==> src/sv/bcpe_pkg.sv <==
// Package for the Bezier curve point evaluator.
// Holds the request and result payload types and the fixed-point constants.
// No dependencies.
`default_nettype none

package bcpe_pkg;

  localparam int unsigned MaxPointsDef = 64;
  localparam int unsigned CountW       = 7;
  localparam int unsigned TW           = 17;
  localparam int unsigned HW           = 25;
  localparam int unsigned FracH        = 24;
  localparam int unsigned CoordW       = 32;
  localparam int unsigned CountReset   = 4;

  localparam logic [TW-1:0] TOne = TW'(65536);
  localparam logic [HW-1:0] HOne = HW'(1) << FracH;

  typedef struct packed {
    logic        [TW-1:0]     param_t;
    logic signed [CoordW-1:0] point_x;
    logic signed [CoordW-1:0] point_y;
    logic signed [CoordW-1:0] point_z;
  } bcpe_in_t;

  typedef struct packed {
    logic signed [CoordW-1:0] curve_x;
    logic signed [CoordW-1:0] curve_y;
    logic signed [CoordW-1:0] curve_z;
  } bcpe_out_t;

endpackage

`default_nettype wire

==> src/sv/bezier_curve_point_eval_core.sv <==
// Bezier curve point evaluator, top level.
// Depends on bcpe_pkg for payload types and fixed-point constants.
//
// Control points stream in one request at a time; after point_count points the
// evaluated curve point is delivered. The first point of a curve goes from idle
// straight to the final state. Every later point runs through one bit-serial
// datapath: a shift-add multiply over the 17 bits of t, a shift-add multiply over
// the clog2(MAX_POINTS+1) bits of n-k, a restoring divider producing 25 quotient
// bits, and a shift-add blend over the 25 bits of h for x, y and z in parallel;
// a zero denominator skips the divider and blend. One point is in work at a
// time; a finished curve point waits in the output register while the next
// request is taken.
`default_nettype none

module bezier_curve_point_eval_core #(
  parameter int unsigned MAX_POINTS = bcpe_pkg::MaxPointsDef
) (
  input  wire logic                      clk_i,
  input  wire logic                      rst_ni,
  input  wire logic                      in_valid_i,
  output logic                           in_stall_o,
  input  wire bcpe_pkg::bcpe_in_t        in_data_i,
  output logic                           out_valid_o,
  input  wire logic                      out_stall_i,
  output bcpe_pkg::bcpe_out_t            out_data_o,
  input  wire logic                      cfg_valid_i,
  output logic                           cfg_ready_o,
  input  wire logic [bcpe_pkg::CountW-1:0] cfg_data_i
);
  import bcpe_pkg::*;

  localparam int unsigned NW    = $clog2(MAX_POINTS + 1);
  localparam int unsigned CmpW  = (NW > CountW) ? NW : CountW;
  localparam int unsigned ProdW = HW + TW;
  localparam int unsigned NumW  = ProdW + NW;
  localparam int unsigned KtW   = TW + NW;
  localparam int unsigned DenW  = NumW + 1;
  localparam int unsigned RemW  = DenW + 1;
  localparam int unsigned AccW  = CoordW + FracH + 2;
  localparam int unsigned StW   = 3;
  localparam int unsigned CycW  = 5;

  localparam logic [StW-1:0] S_IDLE  = 3'd0;
  localparam logic [StW-1:0] S_MUL1  = 3'd1;
  localparam logic [StW-1:0] S_MUL2  = 3'd2;
  localparam logic [StW-1:0] S_DIV   = 3'd3;
  localparam logic [StW-1:0] S_BLEND = 3'd4;
  localparam logic [StW-1:0] S_FIN   = 3'd5;

  localparam logic [CycW-1:0] LastMul1 = CycW'(TW - 1);
  localparam logic [CycW-1:0] LastMul2 = CycW'(NW - 1);
  localparam logic [CycW-1:0] LastDiv  = CycW'(HW - 1);
  localparam logic [AccW-1:0] RoundHalf = AccW'(1) << (FracH - 1);

  logic [StW-1:0]  state_q, state_d;
  logic [CycW-1:0] cyc_q, cyc_d;
  logic [CountW-1:0] count_q;
  logic [NW-1:0]   idx_q, idx_d;
  logic [NW-1:0]   k_q, k_d;
  logic [HW-1:0]   h_q, h_d;
  logic [NumW-1:0] mcand_q, mcand_d;
  logic [TW-1:0]   mplier_q, mplier_d;
  logic [ProdW-1:0] prod_q, prod_d;
  logic [KtW-1:0]  ktc_q, ktc_d;
  logic [NW-1:0]   ktm_q, ktm_d;
  logic [KtW-1:0]  kt_q, kt_d;
  logic [NumW-1:0] num_q, num_d;
  logic [DenW-1:0] den_q, den_d;
  logic [RemW-1:0] rem_q, rem_d;
  logic [HW-1:0]   quo_q, quo_d;
  logic [HW-1:0]   hm_q, hm_d;

  logic signed [CoordW-1:0] acc_q [3];
  logic signed [CoordW-1:0] acc_d [3];
  logic signed [CoordW-1:0] pt_q  [3];
  logic signed [CoordW-1:0] pt_d  [3];
  logic signed [AccW-1:0]   bacc_q [3];
  logic signed [AccW-1:0]   bacc_d [3];
  logic signed [AccW-1:0]   bmc_q [3];
  logic signed [AccW-1:0]   bmc_d [3];

  logic      out_valid_q, out_valid_d;
  bcpe_out_t out_q, out_d;

  logic [CmpW-1:0] cnt_ext;
  logic [NW-1:0]   n_eff;
  logic [TW-1:0]   t_sat;
  logic            in_acc;
  logic [NW-1:0]   k_in;
  logic [NW-1:0]   idx_nx;
  logic            run_done;
  logic            out_free;
  logic [DenW-1:0] den_calc;
  logic [RemW-1:0] rem_sh;
  logic            rem_ge;
  logic signed [CoordW:0] diff [3];

  assign cfg_ready_o = 1'b1;
  assign in_stall_o  = (state_q != S_IDLE);
  assign in_acc      = in_valid_i && !in_stall_o;
  assign out_valid_o = out_valid_q;
  assign out_data_o  = out_q;
  assign out_free    = !(out_valid_q && out_stall_i);

  always_comb begin
    cnt_ext = CmpW'(count_q);
    if (cnt_ext == '0) begin
      n_eff = NW'(1);
    end else if (cnt_ext > CmpW'(MAX_POINTS)) begin
      n_eff = NW'(MAX_POINTS);
    end else begin
      n_eff = NW'(cnt_ext);
    end
  end

  assign t_sat    = (in_data_i.param_t > TOne) ? TOne : in_data_i.param_t;
  assign k_in     = (idx_q >= n_eff) ? '0 : idx_q;
  assign idx_nx   = k_q + NW'(1);
  assign run_done = (idx_nx >= n_eff);
  assign den_calc = (DenW'(kt_q) << FracH) + DenW'(num_q);
  assign rem_sh   = (cyc_q == '0) ? rem_q : (rem_q << 1);
  assign rem_ge   = (rem_sh >= RemW'(den_q));

  for (genvar l = 0; l < 3; l++) begin : g_diff
    assign diff[l] = {pt_q[l][CoordW-1], pt_q[l]} - {acc_q[l][CoordW-1], acc_q[l]};
  end

  always_comb begin
    state_d  = state_q;
    cyc_d    = cyc_q;
    idx_d    = idx_q;
    k_d      = k_q;
    h_d      = h_q;
    mcand_d  = mcand_q;
    mplier_d = mplier_q;
    prod_d   = prod_q;
    ktc_d    = ktc_q;
    ktm_d    = ktm_q;
    kt_d     = kt_q;
    num_d    = num_q;
    den_d    = den_q;
    rem_d    = rem_q;
    quo_d    = quo_q;
    hm_d     = hm_q;
    acc_d    = acc_q;
    pt_d     = pt_q;
    bacc_d   = bacc_q;
    bmc_d    = bmc_q;
    out_d    = out_q;
    out_valid_d = out_valid_q && out_stall_i;

    unique case (state_q)
      S_IDLE: begin
        if (in_acc) begin
          k_d      = k_in;
          pt_d[0]  = in_data_i.point_x;
          pt_d[1]  = in_data_i.point_y;
          pt_d[2]  = in_data_i.point_z;
          mcand_d  = NumW'(h_q);
          mplier_d = t_sat;
          prod_d   = '0;
          ktc_d    = KtW'(TOne - t_sat);
          ktm_d    = k_in;
          kt_d     = '0;
          cyc_d    = '0;
          if (k_in == '0) begin
            h_d     = HOne;
            acc_d[0] = in_data_i.point_x;
            acc_d[1] = in_data_i.point_y;
            acc_d[2] = in_data_i.point_z;
            state_d = S_FIN;
          end else begin
            state_d = S_MUL1;
          end
        end
      end
      S_MUL1: begin
        if (mplier_q[0]) begin
          prod_d = prod_q + ProdW'(mcand_q);
        end
        if (ktm_q[0]) begin
          kt_d = kt_q + ktc_q;
        end
        mcand_d  = mcand_q << 1;
        mplier_d = mplier_q >> 1;
        ktc_d    = ktc_q << 1;
        ktm_d    = ktm_q >> 1;
        cyc_d    = cyc_q + CycW'(1);
        if (cyc_q == LastMul1) begin
          mcand_d  = NumW'(prod_d);
          mplier_d = TW'(n_eff - k_q);
          num_d    = '0;
          cyc_d    = '0;
          state_d  = S_MUL2;
        end
      end
      S_MUL2: begin
        if (mplier_q[0]) begin
          num_d = num_q + mcand_q;
        end
        mcand_d  = mcand_q << 1;
        mplier_d = mplier_q >> 1;
        cyc_d    = cyc_q + CycW'(1);
        if (cyc_q == LastMul2) begin
          state_d = S_DIV;
          cyc_d   = '0;
        end
      end
      S_DIV: begin
        if (rem_ge) begin
          rem_d = rem_sh - RemW'(den_q);
        end else begin
          rem_d = rem_sh;
        end
        quo_d = {quo_q[HW-2:0], rem_ge};
        cyc_d = cyc_q + CycW'(1);
        if (cyc_q == LastDiv) begin
          h_d   = quo_d;
          hm_d  = quo_d;
          cyc_d = '0;
          for (int l = 0; l < 3; l++) begin
            bacc_d[l] = $signed({{2{acc_q[l][CoordW-1]}}, acc_q[l], {FracH{1'b0}}}) +
                        $signed(RoundHalf);
            bmc_d[l]  = AccW'(diff[l]);
          end
          state_d = S_BLEND;
        end
      end
      S_BLEND: begin
        for (int l = 0; l < 3; l++) begin
          if (hm_q[0]) begin
            bacc_d[l] = bacc_q[l] + bmc_q[l];
          end
          bmc_d[l] = bmc_q[l] <<< 1;
        end
        hm_d  = hm_q >> 1;
        cyc_d = cyc_q + CycW'(1);
        if (cyc_q == LastDiv) begin
          for (int l = 0; l < 3; l++) begin
            acc_d[l] = bacc_d[l][CoordW+FracH-1:FracH];
          end
          state_d = S_FIN;
        end
      end
      S_FIN: begin
        if (!run_done) begin
          idx_d   = idx_nx;
          state_d = S_IDLE;
        end else if (out_free) begin
          out_d.curve_x = acc_q[0];
          out_d.curve_y = acc_q[1];
          out_d.curve_z = acc_q[2];
          out_valid_d   = 1'b1;
          idx_d   = '0;
          h_d     = HOne;
          state_d = S_IDLE;
        end
      end
      default: begin
        state_d = S_IDLE;
      end
    endcase

    if (state_q == S_MUL2 && cyc_q == LastMul2) begin
      den_d = den_calc;
      rem_d = RemW'(num_d);
      quo_d = '0;
      if ((DenW'(kt_q) << FracH) + DenW'(num_d) == '0) begin
        h_d     = '0;
        state_d = S_FIN;
      end
      den_d = (DenW'(kt_q) << FracH) + DenW'(num_d);
    end
  end

  always_ff @(posedge clk_i or negedge rst_ni) begin
    if (!rst_ni) begin
      state_q     <= S_IDLE;
      cyc_q       <= '0;
      idx_q       <= '0;
      h_q         <= HOne;
      count_q     <= CountW'(CountReset);
      out_valid_q <= 1'b0;
      acc_q[0]    <= '0;
      acc_q[1]    <= '0;
      acc_q[2]    <= '0;
    end else begin
      state_q     <= state_d;
      cyc_q       <= cyc_d;
      idx_q       <= idx_d;
      h_q         <= h_d;
      out_valid_q <= out_valid_d;
      acc_q       <= acc_d;
      if (cfg_valid_i && cfg_ready_o) begin
        count_q <= cfg_data_i;
      end
    end
  end

  always_ff @(posedge clk_i) begin
    k_q      <= k_d;
    mcand_q  <= mcand_d;
    mplier_q <= mplier_d;
    prod_q   <= prod_d;
    ktc_q    <= ktc_d;
    ktm_q    <= ktm_d;
    kt_q     <= kt_d;
    num_q    <= num_d;
    den_q    <= den_d;
    rem_q    <= rem_d;
    quo_q    <= quo_d;
    hm_q     <= hm_d;
    pt_q     <= pt_d;
    bacc_q   <= bacc_d;
    bmc_q    <= bmc_d;
    out_q    <= out_d;
  end

endmodule

`default_nettype wire
==> config.mk <==
export PLATFORM = sky130hd
export DESIGN_NAME = bezier_curve_point_eval_core
export DESIGN_NICKNAME = d
export VERILOG_FILES = /design/src/sv/bcpe_pkg.sv /design/src/sv/bezier_curve_point_eval_core.sv
export SDC_FILE = /design/constraint.sdc
export NUM_CORES = 2
export LEC_CHECK = 0
export BUFFER_PORTS_ARGS = -buffer_cell sky130_fd_sc_hd__buf_2
export CAP_MARGIN = 30
export CORE_MARGIN = 5
export CORE_UTILIZATION = 50
export DETAILED_ROUTE_END_ITERATION = 8
export PLACE_DENSITY = 0.76
export SLEW_MARGIN = 25
export SYNTH_ARGS = -nofsm -noshare
export SYNTH_HDL_FRONTEND = slang
export SYNTH_SLANG_ARGS = --single-unit
==> constraint.sdc <==
create_clock -name clk_i -period 9.1 [get_ports clk_i]
set_input_delay 0 -clock clk_i [delete_from_list [all_inputs] [get_ports clk_i]]
set_output_delay 0 -clock clk_i [all_outputs]
set_load 0.02 [all_outputs]
==> flow_metrics.tcl <==
set metrics [dict create \
    antenna_found_initial 16 \
    drive_gt1_share_pct 8.84 \
    wl_per_cell_um 21.2 \
    floorplan.rows 132 \
    floorplan.io_pins 224 \
    worstSetupStartpointType "flip-flop" \
    rr_worst_depth 26 \
    mapped_cell_area_um2 65200 \
    max-vdd-ir-drop_mv 0.450 \
    layout.core_utilization_pct 57.3 \
    synth-warning-count 0 \
    cp_max_fo 27 \
    synth.net_count 7281 \
    wl_mm 187 \
    first_pass_iters 8 \
    clk_root_buffer_cell "sky130_fd_sc_hd__clkbuf_16" \
    synthDistinctLibCells 95 \
    synth.yosys.seq_area_share_pct 45.7 \
    min_path_type "input port to flip-flop" \
    run_status "complete, no violations" \
    avgViaCountPerCell 6.11 \
    areaGrowthSynthToFinish_pct 13.9 \
    dieWidth_um 371 \
    filler_cell_count_in_the_final_layout 11000 \
    dr.first_iter.drc_count 5466 \
    dpl-instance-area_um2 68000 \
    place.detailed.instances 8406 \
    place_hpwl_mm 130 \
    netlist.top_cell.by_area "sky130_fd_sc_hd__edfxtp_1" \
    hold_slack_ns 0.0445 \
    chipHeight_um 371 \
    postCtsSetupBuffers 0 \
    synthTopCellsByArea "sky130_fd_sc_hd__edfxtp_1, sky130_fd_sc_hd__ha_1, sky130_fd_sc_hd__dfrtp_1" \
    worstSetupEndpointType "flip-flop" \
    top_cell_types_by_occurrence_after_synthesis "sky130_fd_sc_hd__edfxtp_1, sky130_fd_sc_hd__nor2_1, sky130_fd_sc_hd__a21oi_1" \
    critical_path_class "flip-flop to flip-flop" \
    route.vias.total 53900 \
    timing.final.setup_violations 0 \
    crit-reg2reg-capture "state_q[2]" \
    cp_data_required_time_ns 9.72 \
    die-area_um2 138000 \
    yosys.cell_count.top_type "sky130_fd_sc_hd__edfxtp_1" \
    report.final.hold_viol_count 0 \
    starting_utilization_of_the_core_area_pct 50.3 \
    syn-mean-instance-area_um2 9.77 \
    fp.coreArea_um2 129000 \
    antenna_violating_nets_post_route 0 \
    clock_tree_from_tritoncts "built" \
    cap_violations 0 \
    synthCells 6671 \
    clock_path_buffers 3 \
    clock_sinks 1041 \
    p_leak_nw 30.4 \
    pin_count_of_the_biggest_net_entering_global_routing 151 \
    gp_routability_congestion 0.936 \
    power-per-cell-area_nw_per_um2 368 \
    arrival_time_of_the_worst_setup_path_ns 8.55 \
    overflow 0 \
    worstHoldEndpoint "pt_q[80]" \
    regToRegStartpoint "mcand_q[1]" \
    max_slew_margin_pct 31.5 \
    worst_margin_slew_ns 1.03 \
    timing_max_transition_violations_final 0 \
    port_buffers 222 \
    post-synth-top-area-fraction_pct 37.9 \
    report.power.total_mw 27.3 \
    synth_async_sr_flop_share_pct 13.8 \
    clock_transition_at_the_registers_of_the_reported_paths_ns 0.06 \
    grt_usage_pct 26.5 \
    first_global_vias 52500 \
    setup-tns-final_ns 0 \
    ctsHtreeMaxLevel 3 \
    clock_skew_ns 0.0779 \
    timing.final.ws_setup_ns 1.17 \
    final_net_count 7592 \
    synth_flop_cell "sky130_fd_sc_hd__edfxtp_1" \
    period_minus_slack_ns 7.93 \
    ff2ff_setup_slack_ns 1.17 \
    synth.ff_latch_count 1041 \
    finalNonFillerCells 8835 \
    synth-edff-count 822 \
    dp_worst_setup_slack_ns 1.30 \
    grt_pass1_wl_mm 293 \
    worst_skew_pair.late_latency_ns 0.76 \
    post-route-cell-area_um2 74300 \
    cts_buffers 113 \
    hold-path-cell-count 2 \
    drcViolationCount 0 \
    rsz0062_at_grt "no" \
    max_freq_ghz 0.126 \
    period_share_pct 87.1 \
    start_point_of_the_worst_hold_path "in_data_i[80]" \
]
how the worst max path moves through the flow:
stage	end	startpoint	slack, ns
floorplan	state_q[2]	state_q[0]	0.95
global placement	state_q[2]	mcand_q[1]	1.32
detailed placement	h_q[6]	mcand_q[1]	1.30
CTS	state_q[2]	mcand_q[1]	1.21
global route	state_q[2]	mcand_q[1]	0.70
finish	state_q[2]	mcand_q[1]	1.17
logic make-up (layout without fill, tap and decap cells):
| group | Yosys count | in the layout | synth area share, % |
|---|---|---|---|
| mux | 116 | 116 | 1.91 |
| simple gates | 1936 | 1936 | 13.6 |
| buf+inv | 582 | 994 | 3.41 |
| flops | 1041 | 1041 | 45.7 |
| compound gates | 2134 | 2134 | 20.9 |
| xor+xnor | 376 | 376 | 5.05 |
| fa+ha+maj | 485 | 485 | 9.45 |
| other cells | 1 | 11 | 0.00575 |
area by class of cell:
class / instances / area [um^2] / share of cell area, %
clock inverter: 71 / 982 / 1.32
inverter: 286 / 1080 / 1.46
timing repair buffer: 492 / 3760 / 5.07
antenna: 10 / 25.0 / 0.0337
multi-input combinational: 5048 / 33300 / 44.8
tap: 1742 / 2180 / 2.94
clock buffer: 145 / 3150 / 4.24
sequential: 1041 / 29800 / 40.1
registers in the layout, summed over array words and instances (netlist names), 25 cells and up:
signal / flops
hm_q: 25
h_q: 25
bmc_q: 168
pt_q: 96
out_data_o: 96
den_q: 50
acc_q: 96
mcand_q: 49
prod_q: 42
num_q: 49
bacc_q: 168
rem_q: 51
layer usage:
metal | up-vias | track usage (%) | wire length [um]
li1 | 25300 | - | -
met1 | 26000 | 36.0 | 80100
met2 | 2229 | 43.2 | 86200
met3 | 361 | 4.92 | 15300
met4 | 6 | 8.39 | 5950
met5 | - | 0 | 34
power breakdown:
part | leakage, nW | internal (mW) | switching [mW]
combinational | 18.3 | 5.59 | 8.52
clock | 2.01 | 2.99 | 2.09
sequential | 10.2 | 7.27 | 0.849
total | 30.4 | 15.8 | 11.5
cell usage in the layout (no fill, tap or decap), types with 52 or more instances in the layout:
master	netlist	routed
sky130_fd_sc_hd__xor2_1	172	172
sky130_fd_sc_hd__mux2_2	66	66
sky130_fd_sc_hd__nor2_1	693	692
sky130_fd_sc_hd__dlygate4sd3_1	0	199
sky130_fd_sc_hd__buf_4	1	60
sky130_fd_sc_hd__buf_2	5	221
sky130_fd_sc_hd__o21bai_1	64	64
sky130_fd_sc_hd__a31oi_1	78	78
sky130_fd_sc_hd__and2_1	54	52
sky130_fd_sc_hd__edfxtp_1	822	822
sky130_fd_sc_hd__o21ai_0	485	484
sky130_fd_sc_hd__dfrtp_1	142	142
sky130_fd_sc_hd__a211oi_1	100	100
sky130_fd_sc_hd__nor2b_1	62	62
sky130_fd_sc_hd__a21o_1	252	252
sky130_fd_sc_hd__a21oi_1	583	582
sky130_fd_sc_hd__or3_1	58	58
sky130_fd_sc_hd__clkbuf_16	0	116
sky130_fd_sc_hd__ha_1	473	473
sky130_fd_sc_hd__o31ai_1	52	52
sky130_fd_sc_hd__xnor2_1	204	204
sky130_fd_sc_hd__o21a_1	126	125
sky130_fd_sc_hd__nor3_1	106	106
sky130_fd_sc_hd__inv_1	285	282
sky130_fd_sc_hd__dfxtp_1	75	75
sky130_fd_sc_hd__nand3_1	118	118
sky130_fd_sc_hd__a22oi_1	55	55
sky130_fd_sc_hd__nand2_1	563	555
sky130_fd_sc_hd__nand2b_1	76	75
what timing repair did:
item,CTS,global route
hold buffers,200,0
endpoints found under the hold margin,359,0
resized for setup,0,0
worst max-delay path: stages, from the launching register on:
cell and delay, ns:
sky130_fd_sc_hd__edfxtp_1 0.47, sky130_fd_sc_hd__ha_1 0.33, sky130_fd_sc_hd__a211oi_1 0.38, sky130_fd_sc_hd__o21ai_0 0.21, sky130_fd_sc_hd__and4b_1 0.27, sky130_fd_sc_hd__o31ai_2 0.28, sky130_fd_sc_hd__buf_4 0.22, sky130_fd_sc_hd__o211ai_1 0.19
sky130_fd_sc_hd__a31oi_1 0.44, sky130_fd_sc_hd__o21ai_0 0.33, sky130_fd_sc_hd__a2111oi_0 0.64, sky130_fd_sc_hd__o31ai_1 0.18, sky130_fd_sc_hd__xnor2_1 0.15, sky130_fd_sc_hd__o21ai_0 0.33, sky130_fd_sc_hd__ha_1 0.35, sky130_fd_sc_hd__nor3_1 0.33
sky130_fd_sc_hd__nand2_1 0.08, sky130_fd_sc_hd__or4_1 0.39, sky130_fd_sc_hd__or3_1 0.37, sky130_fd_sc_hd__and4bb_1 0.26, sky130_fd_sc_hd__nand4b_1 0.10, sky130_fd_sc_hd__or4_1 0.43, sky130_fd_sc_hd__nor4_2 0.14, sky130_fd_sc_hd__nand4_1 0.17
sky130_fd_sc_hd__nor3_4 0.16, sky130_fd_sc_hd__buf_4 0.41, sky130_fd_sc_hd__or3_1 0.18
Note: power is estimated with default switching activity, not from simulation.
